==> src/rtl/core/hst_pkg.sv <==
// ----------------------------------------------------------------------------
// hst_pkg: shared types and codes of the header sync table
// Command and scan mode codes, and the control and status bundles that pass
// between the controller and the datapath.
// ----------------------------------------------------------------------------
package hst_pkg;

	localparam logic [2:0] CMD_ADD          = 3'd0;
	localparam logic [2:0] CMD_GET          = 3'd1;
	localparam logic [2:0] CMD_COUNT_UNLIKE = 3'd2;
	localparam logic [2:0] CMD_COUNT_SYNC   = 3'd3;
	localparam logic [2:0] CMD_CLEAR        = 3'd4;
	localparam logic [2:0] CMD_RESET_INDEX  = 3'd5;

	typedef logic [1:0] mode_t;

	localparam mode_t MODE_UNLIKE = 2'd0;
	localparam mode_t MODE_SYNC   = 2'd1;
	localparam mode_t MODE_AFTER  = 2'd2;

	typedef struct packed {
		logic  capture;
		logic  addr_clr;
		logic  scan_rd;
		mode_t scan_mode;
		logic  wr_zero;
		logic  wr_add;
		logic  rd_get;
		logic  hi_zero;
		logic  out_load;
	} ctl_t;

	typedef struct packed {
		logic [2:0] cmd;
		logic       idx_err;
		logic       scan_last;
		logic       init_last;
		logic       out_free;
	} sts_t;

endpackage

==> src/rtl/core/hst_ctrl.sv <==
// ----------------------------------------------------------------------------
// hst_ctrl: command sequencer of the header sync table
// Runs the clearing pass after reset, dispatches each command and steps the
// table scans, then hands the result to the output register.
// ----------------------------------------------------------------------------
module hst_ctrl
	import hst_pkg::*;
(
	input  logic clk,
	input  logic arst_n,
	input  logic in_valid,
	output logic in_ready,
	input  sts_t sts,
	output ctl_t ctl
);

	localparam logic [3:0] ST_INIT     = 4'd0;
	localparam logic [3:0] ST_IDLE     = 4'd1;
	localparam logic [3:0] ST_DISPATCH = 4'd2;
	localparam logic [3:0] ST_SCAN1    = 4'd3;
	localparam logic [3:0] ST_DRAIN1   = 4'd4;
	localparam logic [3:0] ST_SCAN2    = 4'd5;
	localparam logic [3:0] ST_DRAIN2   = 4'd6;
	localparam logic [3:0] ST_CLEAR    = 4'd7;
	localparam logic [3:0] ST_RESP     = 4'd8;

	logic [3:0] state_q;
	logic [3:0] state_d;

	assign in_ready = (state_q == ST_IDLE);

	always_ff @(posedge clk or negedge arst_n) begin
		if (!arst_n) begin
			state_q <= ST_INIT;
		end else begin
			state_q <= state_d;
		end
	end

	always_comb begin
		ctl     = '0;
		state_d = state_q;
		unique case (state_q)
			ST_INIT: begin
				ctl.wr_zero = 1'b1;
				if (sts.init_last) begin
					state_d = ST_IDLE;
				end
			end
			ST_IDLE: begin
				if (in_valid) begin
					ctl.capture  = 1'b1;
					ctl.addr_clr = 1'b1;
					state_d      = ST_DISPATCH;
				end
			end
			ST_DISPATCH: begin
				unique case (sts.cmd)
					CMD_ADD: begin
						ctl.wr_add = !sts.idx_err;
						state_d    = ST_RESP;
					end
					CMD_GET: begin
						ctl.rd_get = !sts.idx_err;
						state_d    = ST_RESP;
					end
					CMD_COUNT_UNLIKE, CMD_COUNT_SYNC: begin
						state_d = ST_SCAN1;
					end
					CMD_CLEAR: begin
						state_d = ST_CLEAR;
					end
					CMD_RESET_INDEX: begin
						ctl.hi_zero = 1'b1;
						state_d     = ST_RESP;
					end
					default: begin
						state_d = ST_RESP;
					end
				endcase
			end
			ST_SCAN1: begin
				ctl.scan_rd   = 1'b1;
				ctl.scan_mode = (sts.cmd == CMD_COUNT_SYNC) ? MODE_SYNC : MODE_UNLIKE;
				if (sts.scan_last) begin
					state_d = ST_DRAIN1;
				end
			end
			ST_DRAIN1: begin
				// The last read of the first pass is folded in during this cycle.
				if (sts.cmd == CMD_COUNT_SYNC) begin
					ctl.addr_clr = 1'b1;
					state_d      = ST_SCAN2;
				end else begin
					state_d = ST_RESP;
				end
			end
			ST_SCAN2: begin
				ctl.scan_rd   = 1'b1;
				ctl.scan_mode = MODE_AFTER;
				if (sts.scan_last) begin
					state_d = ST_DRAIN2;
				end
			end
			ST_DRAIN2: begin
				state_d = ST_RESP;
			end
			ST_CLEAR: begin
				ctl.wr_zero = 1'b1;
				if (sts.scan_last) begin
					ctl.hi_zero = 1'b1;
					state_d     = ST_RESP;
				end
			end
			ST_RESP: begin
				if (sts.out_free) begin
					ctl.out_load = 1'b1;
					state_d      = ST_IDLE;
				end
			end
			default: begin
				state_d = ST_IDLE;
			end
		endcase
	end

endmodule

==> config.mk <==
export PLATFORM = sky130hd
export DESIGN_NAME = hst_ctrl
export DESIGN_NICKNAME = d
export VERILOG_FILES = /design/src/rtl/core/hst_pkg.sv /design/src/rtl/core/hst_ctrl.sv
export SDC_FILE = /design/constraint.sdc
export NUM_CORES = 1
export LEC_CHECK = 0
export BUFFER_PORTS_ARGS = -buffer_cell sky130_fd_sc_hd__buf_2
export CAP_MARGIN = 20
export CORE_MARGIN = 2
export CORE_UTILIZATION = 37
export CTS_CLUSTER_SIZE = 40
export DETAILED_ROUTE_END_ITERATION = 10
export SLEW_MARGIN = 10
export SYNTH_ARGS = -nofsm -noshare
export SYNTH_HDL_FRONTEND = slang
export SYNTH_SLANG_ARGS = --single-unit
export TNS_END_PERCENT = 5
==> constraint.sdc <==
create_clock -name clk -period 4.75 [get_ports clk]
set_clock_uncertainty 0.1 [all_clocks]
set_input_delay 0 -clock clk [delete_from_list [all_inputs] [get_ports clk]]
set_output_delay 0 -clock clk [all_outputs]
set_load 0.005 [all_outputs]
==> flow_summary_export.csv <==
group,metric,value,unit
place,dp_hpwl,963,um
status,status,"complete, no violations",
power_and_ir_drop,power.leakage,0.000310,uW
clock_network,htreeDepth,1,
cells_and_area,regMostFlops,"state_q",
cells_and_area,largest_reg_flops,4,
global_route,grt_pass1_wl,2130,um
timing,fin_crit,1.87,ns
critical_path,critical_path_class,"reg -> reg",
cells_and_area,top_regs,"state_q x4",
timing,maxSlewViolCount,0,
synthesis,ys.flop_type,"dfrtp_1",
synthesis,synth_fp_nets,81,
drt,dr.pass1.iters,5,
drt,ant_nets,0,
clock_network,clkTransAtPathRegs,0.04,ns
floorplan,io-pin-count,21,
floorplan,core,1300,um2
floorplan,dieArea,1730,um2
clock_network,insertion_delay,0.23,ns
drt,drt_wl_total,1370,um
critical_path,critPathLaunch,"state_q[1]",
synthesis,yosysSeqAreaShare,19.2,%
clock_network,clockBufferDepth,2,
synthesis,syn_inst,71,
timing,tightest_slew,0.539,ns
synthesis,synth_area,522,um2
clock_network,numCtsBuffers,3,
power_and_ir_drop,power.switching,159,uW
floorplan,rows,13,
timing,worst_hold_slack,0.0235,ns
place,globalplace.congestion,0.810,
timing,final-setup-viol-count,0,
global_route,grt_max_degree,17,
floorplan,start_util,40.1,%
critical_path,r2r_start,"state_q[1]",
synthesis,ys_warn_count,0,
timing,rsz0062_at_grt,"no",
synthesis,synth_cell_types,37,
critical_path,cp-end-kind,"flop",
power_and_ir_drop,sw_frac_of_total,48.0,%
global_route,antenna_found_initial,0,
power_and_ir_drop,comb_power_share,55.7,%
timing,fmax,535,MHz
clock_network,clk_root_buffer_cell,"clkbuf_4",
timing,slew_headroom,64.1,%
cells_and_area,nFillCells,142,
run,max-cap-violations,0,
power_and_ir_drop,p_int,172,uW
place,io_buffers,20,
clock_network,post-cts-setup-buffer-count,0,
drt,dr.first_iter.drc_count,11,
critical_path,worstSetupStartpointType,"flop",
synthesis,ys_ff_latch,4,
synthesis,synthArstFlopShare,100,%
clock_network,cts.sinks,4,
drt,drt-wirelength-per-cell,12.8,um
floorplan,dieHeight,41.6,um
synthesis,yosys-top-cells-area,"dfrtp_1 (19%), nor2_1 (6.5%), nand2b_1 (6.0%)",
cells_and_area,drive_above_1_share,29.3,%
critical_path,cp.required,4.76,ns
cells_and_area,diodes,0,
worst_hold_path,hold_path_class,"in -> reg",
drt,vias,601,
timing,fin_setup_tns,0,ns
synthesis,synth_top_area_share,19.2,%
clock_network,cts_resized,0,
timing,period_share,39.4,%
synthesis,yosys-top-cells-count,"nor2_1 (9), nand2b_1 (5)",
synthesis,yosysMostFrequentCell,"nor2_1",
power_and_ir_drop,p_seq_share,31.8,%
synthesis,yosysTopAreaCell,"dfrtp_1",
floorplan,die_x,41.6,um
cells_and_area,area_growth,26.9,%
synthesis,avgSynthCellArea,7.35,um2
synthesis,synth_edf_count,0,
clock_network,holdBufCountCts,3,
drt,drcViolationCount,0,
global_route,grt_util_all_layers,15.3,%
clock_network,cts_tree,"built",
worst_hold_path,min_from,"sts[2]",
power_and_ir_drop,peakVddDrop,255,uV
power_and_ir_drop,power.density,501,nW/um2
timing,hold_violations,0,
drt,detail_route.vias_per_cell,5.62,
global_route,gr-total-overflow,0,
global_route,first_global_vias,503,
critical_path,cp.arrival,1.88,ns
power_and_ir_drop,power_frac_clock,12.4,%
critical_path,critPathMaxFanout,16,
cells_and_area,fin_nets,104,
==> cell usage in the layout (no fill, tap or decap), types with 2 or more instances in the layout <==
| cell | n |
|---|---|
| a211oi_1 | 2 |
| nor2b_1 | 2 |
| nand3b_1 | 3 |
| nor3_1 | 4 |
| mux2i_1 | 2 |
| nand2b_1 | 5 |
| dfrtp_1 | 4 |
| buf_2 | 20 |
| and3_1 | 2 |
| inv_1 | 2 |
| nor2_1 | 9 |
| dlygate4sd3_1 | 3 |
| a21oi_1 | 4 |
| o211ai_1 | 2 |
| nand2_1 | 4 |
| nand3_1 | 2 |
| clkbuf_4 | 3 |
==> final timing paths <==
kind	endpoint	slack, ns	cells after the start
setup reg to reg	state_q[2]	2.88	4
setup / recovery	state_q[2]	2.88	4
min in group asynchronous	state_q[3]	0.58	3
hold reg to reg	state_q[1]	0.61	1
max in group asynchronous	state_q[1]	3.27	4
hold / removal	state_q[3]	0.02	3
==> worst max-delay path: stages (launching register included) <==
cell and delay, ns:
dfrtp_1 0.54, or3_4 0.46, nor3b_2 0.19, nand3b_1 0.13, mux2_1 0.32
==> area by class of cell <==
type                            instances  area, um2  share of cell area [%]
Multi-Input combinational cell         59        379                    57.3
Tap cell                               15       18.8                    2.84
Clock buffer                            3       22.5                    3.40
Sequential cell                         4        100                    15.1
Inverter                                3       11.3                    1.70
Timing Repair Buffer                   23        130                    19.7
==> cell families (layout without fill, tap and decap cells) <==
group	count (synthesis)	in the layout	share of synthesized area [%]
AOI/OAI and AO/OA	15	15	20.4
xor gates and xnor gates	1	1	1.68
buffers and inverters	8	29	8.15
DFF	4	4	19.2
muxes	3	3	6.00
and+or+nand+nor	40	40	44.6
==> layer usage <==
layer / vias up / wire length [um] / track usage [%] / share of wire, %
li1: 309 / - / - / -
met1: 259 / 633 / 21.6 / 46
met5: - / 0 / 0 / 0
met2: 29 / 627 / 21.6 / 46
met3: 4 / 99 / 3.48 / 7.2
met4: 0 / 12 / 7.10 / 0.87
==> per-stage QoR <==
stage / total power (uW) / setup slack, ns / std cells / instance area (um2) / util, %
2_1_floorplan: 240 / 3.09 / 71 / 522 / -
3_3_place_gp: 286 / 2.91 / 101 / 609 / 46.8
3_5_place_dp: 287 / 2.88 / 101 / 609 / 46.8
4_1_cts: 332 / 2.88 / 107 / 662 / 50.9
5_1_grt: 361 / 2.80 / 107 / 662 / 50.9
6_report: 332 / 2.88 / 107 / 662 / 50.9
==> power by group through the flow <==
| stage | registers (uW) | clock network (uW) | logic [uW] |
|---|---|---|---|
| 6_report | 106 | 41.3 | 185 |
| 5_1_grt | 112 | 45.7 | 203 |
| 4_1_cts | 104 | 43.0 | 185 |
| 3_5_place_dp | 105 | 0 | 181 |
| 3_3_place_gp | 105 | 0 | 181 |
| 2_1_floorplan | 63.0 | 0 | 177 |
Note: power is estimated with default switching activity, not from simulation.
